[config.mk]
export PLATFORM = sky130hd
export DESIGN_NAME = bbf_queue
export DESIGN_NICKNAME = d
export VERILOG_FILES = /design/src/sv/bbf_pkg.sv /design/src/sv/bbf_queue.sv
export SDC_FILE = /design/constraint.sdc
export NUM_CORES = 1
export LEC_CHECK = 0
export BUFFER_PORTS_ARGS = -buffer_cell sky130_fd_sc_hd__buf_2
export CORE_MARGIN = 1
export CORE_UTILIZATION = 35
export CTS_BUF_LIST = sky130_fd_sc_hd__clkbuf_8
export CTS_CLUSTER_SIZE = 30
export DETAILED_ROUTE_END_ITERATION = 16
export PLACE_DENSITY_LB_ADDON = 0.05
export SYNTH_ARGS = -nofsm -noshare
export SYNTH_HDL_FRONTEND = slang
export SYNTH_SLANG_ARGS = --single-unit
export TNS_END_PERCENT = 50
[constraint.sdc]
create_clock -name clk -period 5 [get_ports clk]
set_input_delay 1.25 -clock clk [delete_from_list [all_inputs] [get_ports clk]]
set_output_delay 1.25 -clock clk [all_outputs]
set_load 0.05 [all_outputs]
[src/sv/bbf_pkg.sv]
// Shared types, constants and the bit-mask function of the blocked Bloom filter.
`default_nettype none

package bbf_pkg;

    localparam int WORDS          = 4096;
    localparam int NUM_BITS       = 4;
    localparam int ADDR_W         = $clog2(WORDS);
    localparam int CFG_W          = 12;
    localparam int HASH_W         = 64;
    localparam int BYTES_PER_HASH = HASH_W / 8;
    localparam int POS_W          = 6;

    localparam logic CMD_INSERT = 1'b0;
    localparam logic CMD_LOOKUP = 1'b1;

    // One classified request on its way from the front part to the back part.
    typedef struct packed {
        logic              command;
        logic [ADDR_W-1:0] addr;
        logic [HASH_W-1:0] bits;
    } item_t;

    // One bit for each of the top NUM_BITS bytes, each byte taken modulo 64.
    function automatic logic [HASH_W-1:0] bit_mask_of(input logic [HASH_W-1:0] hash);
        logic [HASH_W-1:0] m;
        logic [POS_W-1:0]  pos;
        m   = '0;
        pos = '0;
        for (int b = BYTES_PER_HASH - NUM_BITS; b < BYTES_PER_HASH; b++) begin
            pos    = hash[8*b +: POS_W];
            m[pos] = 1'b1;
        end
        return m;
    endfunction

endpackage

`default_nettype wire

[src/sv/bbf_queue.sv]
// Two-entry queue that decouples the front part from the back part.
`default_nettype none

module bbf_queue (
    input  wire logic           clk,
    input  wire logic           rst_n,
    input  wire logic           push_valid,
    output logic                push_ready,
    input  wire bbf_pkg::item_t push_item,
    output logic                pop_valid,
    input  wire logic           pop_ready,
    output bbf_pkg::item_t      pop_item
);
    import bbf_pkg::*;

    item_t       slots_reg [2];
    logic        wr_ptr_reg;
    logic        rd_ptr_reg;
    logic [1:0]  count_reg;
    logic [1:0]  count_next;
    logic        do_push;
    logic        do_pop;

    assign push_ready = (count_reg != 2'd2);
    assign pop_valid  = (count_reg != 2'd0);
    assign do_push    = push_valid && push_ready;
    assign do_pop     = pop_valid && pop_ready;
    assign pop_item   = slots_reg[rd_ptr_reg];

    always_comb
    begin
        count_next = count_reg;
        if (do_push && !do_pop)
        begin
            count_next = count_reg + 2'd1;
        end
        else if (do_pop && !do_push)
        begin
            count_next = count_reg - 2'd1;
        end
    end

    always_ff @(posedge clk or negedge rst_n)
    begin
        if (!rst_n)
        begin
            wr_ptr_reg <= 1'b0;
            rd_ptr_reg <= 1'b0;
            count_reg  <= 2'd0;
        end
        else
        begin
            count_reg <= count_next;
            if (do_push)
            begin
                wr_ptr_reg <= !wr_ptr_reg;
            end
            if (do_pop)
            begin
                rd_ptr_reg <= !rd_ptr_reg;
            end
        end
    end

    always_ff @(posedge clk)
    begin
        if (do_push)
        begin
            slots_reg[wr_ptr_reg] <= push_item;
        end
    end

endmodule

`default_nettype wire

# Word-level counts from Yosys, hierarchy flattened
# Memory sizes are Yosys's and may differ from the RTL's.
# Index checks and enable logic that the tools add are counted.
totals:
  reg_bits: 4
  ram_bits: 154
  input_bits: 81
  out_inout_bits: 79
  wordCells: 21
  n_memories: 1
memory_table:
  columns: ["memory", "depth", "width", "read_ports", "rd_ports_with_merged_regs", "wr", "line", "source"]
  rows:
  - ["slots_reg", 2, 77, 1, 0, 1, "bbf_queue.sv:16", "item_t slots_reg [2];"]
op_classes:
  addsub: 2
  eq_ne: 1
  mux: 4
  reduce_logical: 10
ops:
  columns: ["op", "count"]
  rows:
  - ["1-bit logical AND", 4]
  - ["1-bit logical NOT", 4]
  - ["2-bit two-way mux", 2]
  - ["2-bit nonzero test", 2]
  - ["2-bit by 1-bit adder with 2-bit output, second input constant", 1]
  - ["1-bit two-way mux", 2]
  - ["2-bit != test, second input constant", 1]
  - ["2-bit by 1-bit subtractor with 2-bit output, second input constant", 1]

# Depth between registers and ports, before layout
logic_depth:
  depth_word: 6
  depth_mapped: 7
  mapped_depth_nobuf: 7

# Worst setup path before layout
# No wires, ideal clock.
synth_timing:
  path_type: "input port to flip-flop"
  start: "in push_valid"
  end: "mem slots_reg[0][0] (netlist name), enable pin"
  setup_ns: 0.513
  arrival_ns: 4.576
  required_ns: 4.487
  slack_ns: -0.090
  stages: 2
  path_buffers: 0
  cell_sequence: "nand2_1 -> nor2_1"
synth_via:
  elab_chain_len: 3
synth_rtl:
  columns: ["element", "line", "source"]
  rows:
  - ["from (decl)", "bbf_queue.sv:7", "input wire logic push_valid,"]
  - ["1-bit logical AND", "bbf_queue.sv:26", "assign do_push = push_valid && push_ready;"]
  - ["1-bit two-way mux", "bbf_queue.sv:67", "if (do_push)"]
  - ["1-bit two-way mux (not written as such)", "bbf_queue.sv:69", "slots_reg[wr_ptr_reg] <= push_item;"]
  - ["to (decl)", "bbf_queue.sv:16", null]
# No other way between the ends.

==> impl_metrics.yaml <==
setup_path:
  crit_family: "flip-flops"
  worst-r2r-setup-slack_ps: 2880
  cpPeakStageDelay_ps: 940
  arrival_ps: 2370
  crit_buf_inv: 2
  path_class: "reg2out"
  slowest_stage: "dfrtp_4"
  cp_cell_sequence: "buf_4 -> mux2_2 -> buf_2"
  critPathCaptureType: "output port"
  startpoint_type: "register"
  critPathMaxFanout: 52
  worst_ep_required_time_ps: 3750
route:
  drc: 0
  drt_iter0_drc: 100
  wl_met1_um: 4260
  wl_met3_um: 918
  vias_per_cell: 4.36
  wirelength_um: 10300
  antenna_left: 0
  wire_per_inst_um: 15.6
  wl_met2_um: 4950
  routed-via-count: 2884
  top_layer: "met4"
  first_pass_iters: 5
logic_synthesis:
  synthesis.area_mm2: 0.00583
  postSynthAreaPerCell_um2: 22.6
  ys.warnings.count: 0
  ys_types: 15
  synth_fp_nets: 340
  syn-instance-count: 258
  ys_ff_latch: 158
  synth-seq-area-share_pct: 81.0
die:
  core_area_mm2: 0.0161
  pin_count: 160
  start_util_pct: 36.3
  die_h_um: 131
  dieArea_mm2: 0.0172
  num_rows: 46
  die_w_um: 131
layout:
  fillers: 1436
  largest_reg_flops: 154
  syn2layout_area_growth_pct: 25.2
  mostFrequentLayoutCells: "buf_2, edfxtp_1, mux2_2, mux2_4, clkbuf_8"
  num_antenna_cells: 0
  drive_above_1_share_pct: 61.4
  multiInputGateArea_mm2: 0.00104
  layout.nets: 515
  layout_commonest_cell: "buf_2"
  seq_area_mm2: 0.00473
clock_network:
  clock_tree.buffer_depth: 2
  cts_setup_buffers: 0
  cts_resized: 0
  clkLatencyLatePin_ps: 440
  clkTransAtPathRegs_ps: 70
  cts_sinks: 158
  cts_tree: "done"
  root_buffer: "clkbuf_8"
  htreeDepth: 4
  cts_buffers: 17
  hold_buffers: 0
power_and_ir_drop:
  intPower_mw: 2.95
  p_seq_share_pct: 39.3
  clock_power_share_pct: 19.2
  power_mw: 5.01
  p_leak_nw: 2.77
  peakVddDrop_mv: 0.272
  pwr-share-comb_pct: 41.4
  powerDensity_mw_per_mm2: 686
  p_switching_mw: 2.06
  sw_frac_of_total_pct: 41.1
flow_run:
  drv_cap: 0
sta:
  tns_ps: 0
  fin_crit_ps: 3620
  relSlewSlack_pct: 35.8
  skew_ps: 4.83
  fin_crit_sh_pct: 72.4
  final_max_slew_viol_count: 0
  finalSetupViolCount: 0
  timing.fmax_mhz: 276
  grt_setup_unrepaired: "false"
  finalHoldViolations: 0
  tightestPinTransition_ps: 963
grt:
  grt_pass1_wl_um: 15100
  grt_max_degree: 66
  grt_usage_pct: 12.5
  antenna_found_initial: 0
  overflow: 0
  grt_pass1_vias: 2985
outcome:
  status: "finished clean"
placed_design:
  gp_congestion: 0.690
  port_buffers: 159
  hpwl_um: 6610
min_path:
  hp-class: "reg2reg"
==> power by group through the flow <==
stage | clock network (mW) | logic (mW) | registers (mW)
after floorplan | 0 | 1.77 | 1.91
after global placement | 0 | 2.11 | 2.00
after detailed placement | 0 | 2.11 | 2.01
after CTS | 1.00 | 2.11 | 1.98
after global routing | 1.05 | 2.19 | 2.01
final | 0.962 | 2.08 | 1.97
==> layout make-up <==
type | instances | share of cell area [%]
inverter | 1 | 0.0514
multi-input combinational | 90 | 14.3
tap | 216 | 3.70
sequential | 158 | 64.8
timing repair buffer | 165 | 11.5
clock buffer | 17 | 3.21
clock inverter | 15 | 2.43
==> per-layer routing <==
| metal | up-vias | GRT usage [%] |
|---|---|---|
| met2 | 103 | 19.8 |
| met3 | 16 | 5.72 |
| met5 | - | 0 |
| met1 | 1396 | 14.2 |
| li1 | 1369 | - |
| met4 | 0 | 6.90 |
==> cell usage after synthesis, drive strengths merged <==
master,number,share of area [%]
edfxtp,154,79
mux2,77,16
buf,9,1.2
dfrtp,4,1.7
xnor2,3,0.45
nand2,2,0.13
nor2,2,0.13
xor2,2,0.30
and3,1,0.11
ha,1,0.21
inv,1,0.064
nand2b,1,0.11
or2,1,0.11
==> per-stage QoR <==
stage | setup WS (ps) | instances | hold slack (ps) | instance area, um^2 | utilization [%]
finish | 1380 | 662 | 508 | 7300 | 45.5
global route | 1200 | 662 | 537 | 7300 | 45.5
CTS | 1290 | 662 | 506 | 7300 | 45.5
detailed placement | 1800 | 630 | 479 | 6890 | 42.9
global placement | 1790 | 630 | 475 | 6890 | 42.9
floorplan | 1200 | 258 | 456 | 5830 | -
==> kinds of logic after synthesis <==
family,count (synthesis),synth area share [%]
buffers and inverters,10,1.27
muxes,77,16.2
adders and majority gates,1,0.215
DFF,158,81.0
and+or+nand+nor,7,0.580
xor gates and xnor gates,5,0.751
==> path summary, 6_finish.rpt <==
path	start	cells after the start	endpoint
hold / removal	count_reg[1]	1	count_reg[1]
setup reg to reg	count_reg[0]	3	slots_reg[1][55]
max in group asynchronous	rst_n	1	rd_ptr_reg
hold reg to reg	count_reg[1]	1	count_reg[1]
min in group asynchronous	rst_n	1	rd_ptr_reg
setup / recovery	rd_ptr_reg	3	pop_item[75]
No activity file was read; power rests on OpenSTA's default activity.
