File: src/sv/bbf_pkg.sv
// Shared types, constants and the bit-mask function of the blocked Bloom filter.
`default_nettype none

package bbf_pkg;

    localparam int WORDS          = 4096;
    localparam int NUM_BITS       = 4;
    localparam int ADDR_W         = $clog2(WORDS);
    localparam int CFG_W          = 12;
    localparam int HASH_W         = 64;
    localparam int BYTES_PER_HASH = HASH_W / 8;
    localparam int POS_W          = 6;

    localparam logic CMD_INSERT = 1'b0;
    localparam logic CMD_LOOKUP = 1'b1;

    // One classified request on its way from the front part to the back part.
    typedef struct packed {
        logic              command;
        logic [ADDR_W-1:0] addr;
        logic [HASH_W-1:0] bits;
    } item_t;

    // One bit for each of the top NUM_BITS bytes, each byte taken modulo 64.
    function automatic logic [HASH_W-1:0] bit_mask_of(input logic [HASH_W-1:0] hash);
        logic [HASH_W-1:0] m;
        logic [POS_W-1:0]  pos;
        m   = '0;
        pos = '0;
        for (int b = BYTES_PER_HASH - NUM_BITS; b < BYTES_PER_HASH; b++) begin
            pos    = hash[8*b +: POS_W];
            m[pos] = 1'b1;
        end
        return m;
    endfunction

endpackage

`default_nettype wire

File: src/sv/bbf_front.sv
// Front part: takes requests, works out word address and bit mask, hands them on.
`default_nettype none

module bbf_front (
    input  wire logic                     clk,
    input  wire logic                     rst_n,
    input  wire logic                     in_valid,
    output logic                          in_stall,
    input  wire logic                     command,
    input  wire logic [63:0]              hash,
    input  wire logic [bbf_pkg::CFG_W-1:0] slot_mask,
    output logic                          push_valid,
    input  wire logic                     push_ready,
    output bbf_pkg::item_t                push_item
);
    import bbf_pkg::*;

    logic              stage_valid_reg;
    logic              stage_valid_next;
    item_t             stage_item_reg;
    logic [CFG_W-1:0]  idx;
    logic              take;

    // The stage can take a request when empty or when its content leaves now.
    assign in_stall = stage_valid_reg && !push_ready;
    assign take     = in_valid && !in_stall;
    assign idx      = hash[CFG_W-1:0] & slot_mask;

    always_comb
    begin
        stage_valid_next = stage_valid_reg;
        if (take)
        begin
            stage_valid_next = 1'b1;
        end
        else if (push_ready)
        begin
            stage_valid_next = 1'b0;
        end
    end

    always_ff @(posedge clk or negedge rst_n)
    begin
        if (!rst_n)
        begin
            stage_valid_reg <= 1'b0;
        end
        else
        begin
            stage_valid_reg <= stage_valid_next;
        end
    end

    always_ff @(posedge clk)
    begin
        if (take)
        begin
            stage_item_reg.command <= command;
            stage_item_reg.addr    <= ADDR_W'(idx);
            stage_item_reg.bits    <= bit_mask_of(hash);
        end
    end

    assign push_valid = stage_valid_reg;
    assign push_item  = stage_item_reg;

endmodule

`default_nettype wire

File: config.mk
export PLATFORM = sky130hd
export DESIGN_NAME = bbf_front
export DESIGN_NICKNAME = d
export VERILOG_FILES = /design/src/sv/bbf_pkg.sv /design/src/sv/bbf_front.sv
export SDC_FILE = /design/constraint.sdc
export NUM_CORES = 1
export LEC_CHECK = 0
export ABC_AREA = 0
export BUFFER_PORTS_ARGS = -buffer_cell sky130_fd_sc_hd__buf_2
export CORE_ASPECT_RATIO = 1.2
export CORE_MARGIN = 2
export CORE_UTILIZATION = 45
export CTS_BUF_LIST = sky130_fd_sc_hd__clkbuf_4 sky130_fd_sc_hd__clkbuf_8
export CTS_CLUSTER_DIAMETER = 80
export DETAILED_ROUTE_END_ITERATION = 10
export GPL_TIMING_DRIVEN = 0
export PLACE_DENSITY = 0.76
export SETUP_SLACK_MARGIN = 0.3
export SYNTH_ARGS = -nofsm -noshare
export SYNTH_HDL_FRONTEND = slang
export SYNTH_SLANG_ARGS = --single-unit
File: constraint.sdc
create_clock -name clk -period 2.81 [get_ports clk]
set_input_delay 0.1405 -clock clk [delete_from_list [all_inputs] [get_ports clk]]
set_output_delay 0.1405 -clock clk [all_outputs]
set_load 0.02 [all_outputs]
Yosys cells after proc, flatten, opt, wreduce, memory -nomap -nowiden
Index checks and enable logic that the tools add are counted.
W data, S select, Z words.
{"block": "word_totals", "input_bits": 81, "regBits": 78}
{"block": "classes", "n_lt_le_gt_ge": 8, "bitwise_logic": 4, "reduce_logical": 9, "n_mux": 10}
{"operator": "$or A64 B64 Y64", "n": 3}
{"operator": "$lt A6 B7 Y1 const B", "n": 4}
{"operator": "$demux W1 S6", "n": 4}
{"operator": "$ge A6 B1 Y1 const B", "n": 4}
{"operator": "$and A12 B12 Y12", "n": 1}
{"operator": "$logic_and A1 B1 Y1", "n": 6}
{"operator": "$mux W1", "n": 6}
{"operator": "$logic_not A1 Y1", "n": 2}
{"operator": "$reduce_bool A2 Y1", "n": 1}

Depth between registers and ports, before layout
Gate-level depths: netlist (run 1).
{"block": "depth", "depth_word": 7, "mapped_depth": 5}

Least setup slack after synthesis (run 1)
Ideal clock, no wire load.
{"block": "synth_timing", "kind": "register -> register", "startpoint": "reg stage_valid_reg (netlist: push_valid)", "endpoint": "reg stage_item_reg (netlist bit push_item[0]) (enable)", "setup_slack_ns": -0.019, "stages_incl_launch_ff": 3, "synth_period_minus_slack_ns": 2.829, "t_arrival_ns": 2.386, "n_path_buf": 0, "setup_time_ns": 0.444, "t_required_ns": 2.366, "cell_sequence": "dfrtp_1 > nand2b_1 > and2_1"}
{"block": "synth_via", "elab_chain_len": 3}
{"element": "start, declared", "line_no": "bbf_front.sv:18", "rtl": "logic stage_valid_reg;"}
{"element": "start signal, assigned", "line_no": "bbf_front.sv:50", "rtl": "stage_valid_reg <= stage_valid_next;"}
{"element": "$logic_and A1 B1 Y1", "line_no": "bbf_front.sv:25", "rtl": "assign in_stall = stage_valid_reg && !push_ready;"}
{"element": "$logic_not A1 Y1", "line_no": "bbf_front.sv:26", "rtl": "assign take = in_valid && !in_stall;"}
{"element": "$logic_and A1 B1 Y1", "line_no": "bbf_front.sv:26"}
{"element": "end, declared", "line_no": "bbf_front.sv:20", "rtl": "item_t stage_item_reg;"}
Every way passes these cells.
A chain may end at the register's enable or synchronous reset.

Worst setup path after layout (run 1)
{"block": "layout_timing", "startpoint": "reg stage_valid_reg (netlist: push_valid)", "endpoint": "reg stage_item_reg (netlist bit push_item[44]) (enable)"}
The elaborated chain is that of the path after synthesis.

==> results of run 1 <==
## worst max-delay path, stage by stage (launching register included)
cell,delay [ps]
dfrtp_1,390
nand2b_1,120
and2_4,790
## final timing paths
kind	end	depth (start not counted)	start	slack (ps)
max reg2reg	push_item[44]	2	push_valid	1070
max in group asynchronous	push_valid	2	rst_n	2650
min	push_item[72]	2	slot_mask[8]	50
min in group asynchronous	push_valid	2	rst_n	80
max	push_item[44]	2	push_valid	1070
min reg2reg	push_valid	2	push_valid	580
## cell usage in the layout (no fill, tap or decap), types with 6 or more instances in the layout
| cell | count |
|---|---|
| buf_6 | 9 |
| clkbuf_1 | 7 |
| edfxtp_1 | 77 |
| or3b_1 | 6 |
| nor4b_2 | 6 |
| clkbuf_8 | 9 |
| nand2_1 | 6 |
| and2_1 | 14 |
| buf_2 | 144 |
| nor2_1 | 8 |
| and4bb_2 | 11 |
| nand3b_1 | 12 |
| a22oi_1 | 60 |
| o221ai_1 | 63 |
## through the flow
stage	worst slack (ps)	instance area (um^2)	hold WS (ps)	instances	total power, uW
after CTS	1080	5500	41.8	605	2750
after floorplan	824	4500	-155	344	1680
final	1070	5500	48.2	605	2760
after global placement	662	5250	-84.6	586	1840
after detailed placement	1110	5250	-80.5	586	1850
after global routing	954	5500	50.5	605	2840
## power by group
group          switching (uW)  internal, uW  leakage [uW]
logic                     316           154       0.00111
clock network             416           508      0.000110
registers                15.1          1350      0.000778
## layout make-up
type / count / area (um^2)
Clock inverter: 6 / 86.3
Multi-Input combinational cell: 221 / 1890
Fill cell: 806 / 4120
Buffer: 44 / 273
Tap cell: 123 / 154
Clock buffer: 10 / 131
Timing Repair Buffer: 122 / 626
Inverter: 1 / 3.75
Sequential cell: 78 / 2340
## cell families (layout without fill, tap and decap cells)
group / after synthesis / in the layout / synth area share [%]
and+or+nand+nor: 93 / 93 / 18.1
DFF: 78 / 78 / 52.0
AOI/OAI and AO/OA: 128 / 128 / 23.7
buffers and inverters: 45 / 183 / 6.15
## per-layer routing
metal  up-vias  routed length, um  part of all wire [%]
met1      1842               5210                    37
met4         0                567                   4.0
met5         -                  0                     0
met3        58               1760                    13
met2       327               6480                    46
li1       1755                  -                     -
## flip-flops by register name, indices dropped and copies added (netlist names)
| name | cells |
|---|---|
| push_valid | 1 |
| push_item | 77 |
==> out/results.ini, run 1 <==
[sta]
finalSetupViolCount = 0
drv_slew = 0
setup_tns_ps = 0
fin_crit_sh_pct = 61.8
fmax_ghz = 0.576
finalHoldViolCount = 0
min_period_ps = 1740
rsz0062_at_grt = false
finClkSkew_ps = 15.7
tightest_slew_ps = 971
max_slew_margin_pct = 35.3

[run]
drv_cap = 0

[routing]
vias_per_cell = 6.58
final_antenna_net_count = 0
drc = 0
routedWlPerCell_um = 23.2
drtIter0Drc = 682
totalWireLength_mm = 14.0
vias = 3982
first_pass_iters = 6

[global_route]
grt_use_met3_pct = 7.66
grt_pass1_vias = 3721
globalRouteTotalUtil_pct = 25.8
antenna_found_initial = 0
grt_overflow = 0
busiest_layer = met2
grt_max_degree = 78
use_met2_pct = 38.8
grt_pass1_wl_mm = 20.5
met1_usage_pct = 34.0

[finish]
drive_gt1_share_pct = 42.9
area_growth_pct = 22.2
diodes = 0
nNetsFinal = 558
utilization_pct = 57.2

[die]
ios = 160
rows = 39
core_um2 = 9610
dieArea_um2 = 10800
initial_core_util_pct = 46.8
die_width_um = 95.3
die_h_um = 114

[power_and_ir_drop]
p_leak_uw = 0.00200
max-vdd-ir-drop_mv = 0.286
p_per_area_nw_per_um2 = 502

[place]
gp_congestion = 0.948
detailed_place_hpwl_mm = 10.1
port_buffers = 119

[yosys]
yosysMostFrequentCell = edfxtp_1
syn_area_um2 = 4500
yosysTopAreaCell = edfxtp_1
yosysSeqAreaShare_pct = 52.0
yosys-top-cells-area = edfxtp_1, o221ai_1, a22oi_1
async_flop_share_pct = 1.28
synth_commonest_cells = edfxtp_1, o221ai_1, a22oi_1
ys.flop_type = edfxtp_1
yosys_warnings = 0
syn-num-nets = 425
ys_types = 32
syn_area_per_cell_um2 = 13.1
synth_edf_count = 77
netlist.area_leader.share_pct = 51.4
syn_inst = 344
synth-seq-cells = 78

[clocking]
cts_sinks = 78
cts-root-buf = clkbuf_8
clk_pin_slew_worst_paths_ps = 80
cts_tree = yes
post-cts-setup-buffers = 0
cts_buffers = 9
cts_resized = 0
ctsHoldBuffers = 3
clockBufferDepth = 2
htree_levels = 3
clkLatencyLatePin_ps = 370

[setup_path]
worstSetupStartpointType = flip-flop
path_class = flip-flop to flip-flop
arrival_ps = 1710
crit_path_end_kind = flip-flop
crit_fanout = 77
critPathRequiredTime_ps = 2790

[status]
status = finished, final reports clean

[hold_path]
hold_path.class = input pin to flip-flop

Power figures use the tool's default switching activity.
==> run 2, diff against run 1 <==
Settings changed: ABC_AREA 0 to 1, PLACE_DENSITY 0.76 to 0.73.
Clock period 2.81 ns to 1.7 ns, I/O delays scaled along.
==> run 2 against run 1 <==
Net effect:
- sequential power is 64% higher
- combinational power is 67% higher
- critical path type unchanged
- core utilization is 2.7 points higher
- non-clock buffer count is 2 lower
- setup slack worse by 700 ps
- worst hold slack worse by 16 ps
- via count is 27% higher
- clock-buffer cell count is 2 higher
- wire length is 7.7% higher
- synthesized area is 2.1% higher
==> out/results.ini, run 2 <==
[status]
status = finished, final reports clean

[setup_path]
worstSetupStartpointType = flip-flop
slowest_delay_ps = 420
reg2reg_depth = 4
crit_chain = nand2_2 > inv_4 > nor2_4 > buf_12
timing.rr.start = push_valid
slowest_stage = dfrtp_2
path_class = flip-flop to flip-flop
arrival_ps = 1380
r2r-end = push_item[60]
crit_path_end_kind = flip-flop
crit_fanout = 37
reg2reg_slack_ps = 380
critPathRequiredTime_ps = 1760

[sta]
finClkSkew_ps = 8.16
rsz0062_at_grt = false
finalHoldViolCount = 0
setup_tns_ps = 0
drv_slew = 0
min_period_ps = 1320
fin_crit_sh_pct = 77.7
finalSetupViolCount = 0
max_slew_margin_pct = 61.6
tightest_slew_ps = 575
fin_ws_ps = 379
fmax_ghz = 0.757

[routing]
vias_per_cell = 5.23
final_antenna_net_count = 0
vias = 5047
totalWireLength_mm = 15.1
routedWlPerCell_um = 15.7
drc = 0
first_pass_iters = 6
drtIter0Drc = 546

[place]
dp_slack_ps = 203
gp_congestion = 0.939
detailed_place_hpwl_mm = 10.5
port_buffers = 131
postPlaceCellArea_um2 = 5460

[yosys]
synth-seq-cells = 78
syn_inst = 658
yosys-top-cells-area = edfxtp_1, nor2_1, nand2_1
syn_area_per_cell_um2 = 6.98
yosysSeqAreaShare_pct = 50.9
yosysTopAreaCell = edfxtp_1
synth_commonest_cells = nor2_1, nand2_1, edfxtp_1
syn-num-nets = 739
ys_types = 8
yosysMostFrequentCell = nor2_1
netlist.area_leader.share_pct = 50.4
async_flop_share_pct = 1.28
synth_edf_count = 77
ys.flop_type = edfxtp_1
syn_area_um2 = 4590
yosys_warnings = 0

[run]
drv_cap = 0

[finish]
mostFrequentLayoutCells = nor2_1, buf_2, nand2_1
nNetsFinal = 914
final_area_um2 = 5960
area_growth_pct = 29.8
layout_commonest_cell = nor2_1
register_area_um2 = 2340
utilization_pct = 59.8
fillCellCount = 913
multiInputGateArea_um2 = 2110
largest_register_ff_count = 77
drive_gt1_share_pct = 18.7

[global_route]
grt_pass1_vias = 4632
grt_pass1_wl_mm = 22.7
grt_overflow = 0
globalRouteTotalUtil_pct = 27.8
grt_max_degree = 38
antenna_found_initial = 1

[hold_path]
hold_path.class = input pin to async pin

[clocking]
cts_sinks = 78
cts-root-buf = clkbuf_8
cts_buffers = 9
clockBufferDepth = 2
htree_levels = 3
cts_tree = yes
cts_resized = 0
clkLatencyLatePin_ps = 370
clk_pin_slew_worst_paths_ps = 80

[die]
rows = 40
die_width_um = 96.2
dieArea_um2 = 11000
core_um2 = 9960
ios = 160
initial_core_util_pct = 46.1
die_h_um = 115

[power_and_ir_drop]
p_leak_uw = 0.00276
p_per_area_nw_per_um2 = 744
max-vdd-ir-drop_mv = 0.379

## run 2: changes by cell type after synthesis, moves of 7 or more
cell      delta
nand3_1     +56
and2_1      -15
nand3b_1    -12
a22oi_1     -60
o221ai_1    -63
inv_1       +39
clkbuf_1     -7
buf_2       -25
and4bb_2    -11
buf_6        -9
nand2_1     +85
nor2_1     +379
## run 2: what timing repair did
item / 4_1_cts / 5_1_grt
setup buffers: 3 / 0
endpoints found under the setup margin: 66 / 0
endpoints found under the hold margin: 15 / 0
hold buffers: 28 / 0
## run 2: layout make-up
type | count | area share [%]
Timing Repair Buffer | 164 | 16.8
Sequential cell | 78 | 39.2
Clock inverter | 4 | 0.819
Clock buffer | 12 | 2.46
Antenna cell | 1 | 0.0420
Multi-Input combinational cell | 539 | 35.4
Tap cell | 126 | 2.65
Inverter | 41 | 2.62
## run 2: worst max-delay path: cells and delay by family (launching register included)
family | cells | cell delay [ps]
AND/OR/NAND/NOR | 2 | 280
buffers and inverters | 2 | 290
flip-flops | 1 | 420
## run 2: logic make-up after synthesis
kind of cell           count (synthesis)  share of synthesized area, %
buffers and inverters                 41                          3.35
flip-flops                            78                          50.9
AND/OR/NAND/NOR                      539                          45.7
## run 2: per-stage QoR
stage               instances  power (uW)  hold slack [ps]
finish                    965        4440             32.1
global route              965        4610             50.2
CTS                       964        4440             6.02
detailed placement        917        3010             -140
global placement          915        2980             -140
floorplan                 658        2700             -211
## run 2: power breakdown
| group | internal, uW | switching (uW) | total, uW |
|---|---|---|---|
| clock network | 725 | 671 | 1400 |
| registers | 2230 | 22.3 | 2250 |
| logic | 241 | 546 | 787 |
| total | 3200 | 1240 | 4440 |
## run 2: per-layer routing
metal | wire (um) | up-vias | share of wire (%) | track usage [%]
met5 | 0 | - | 0 | 0
met2 | 7200 | 302 | 48 | 45.0
met1 | 5630 | 2253 | 37 | 34.0
met4 | 817 | 0 | 5.4 | 18.2
li1 | - | 2430 | - | -
met3 | 1450 | 62 | 9.6 | 4.34
## run 2: worst max path at each step
stage | startpoint | to | slack (ps) | depth (start not counted)
3_5_place_dp | push_valid | push_item[26] | 200 | 4
4_1_cts | push_valid | push_item[60] | 380 | 4
5_1_grt | push_valid | push_item[60] | 310 | 4
6_report | push_valid | push_item[60] | 380 | 4
3_3_place_gp | push_valid | push_item[26] | -720 | 3
2_1_floorplan | push_valid | push_item[0] | -460 | 3
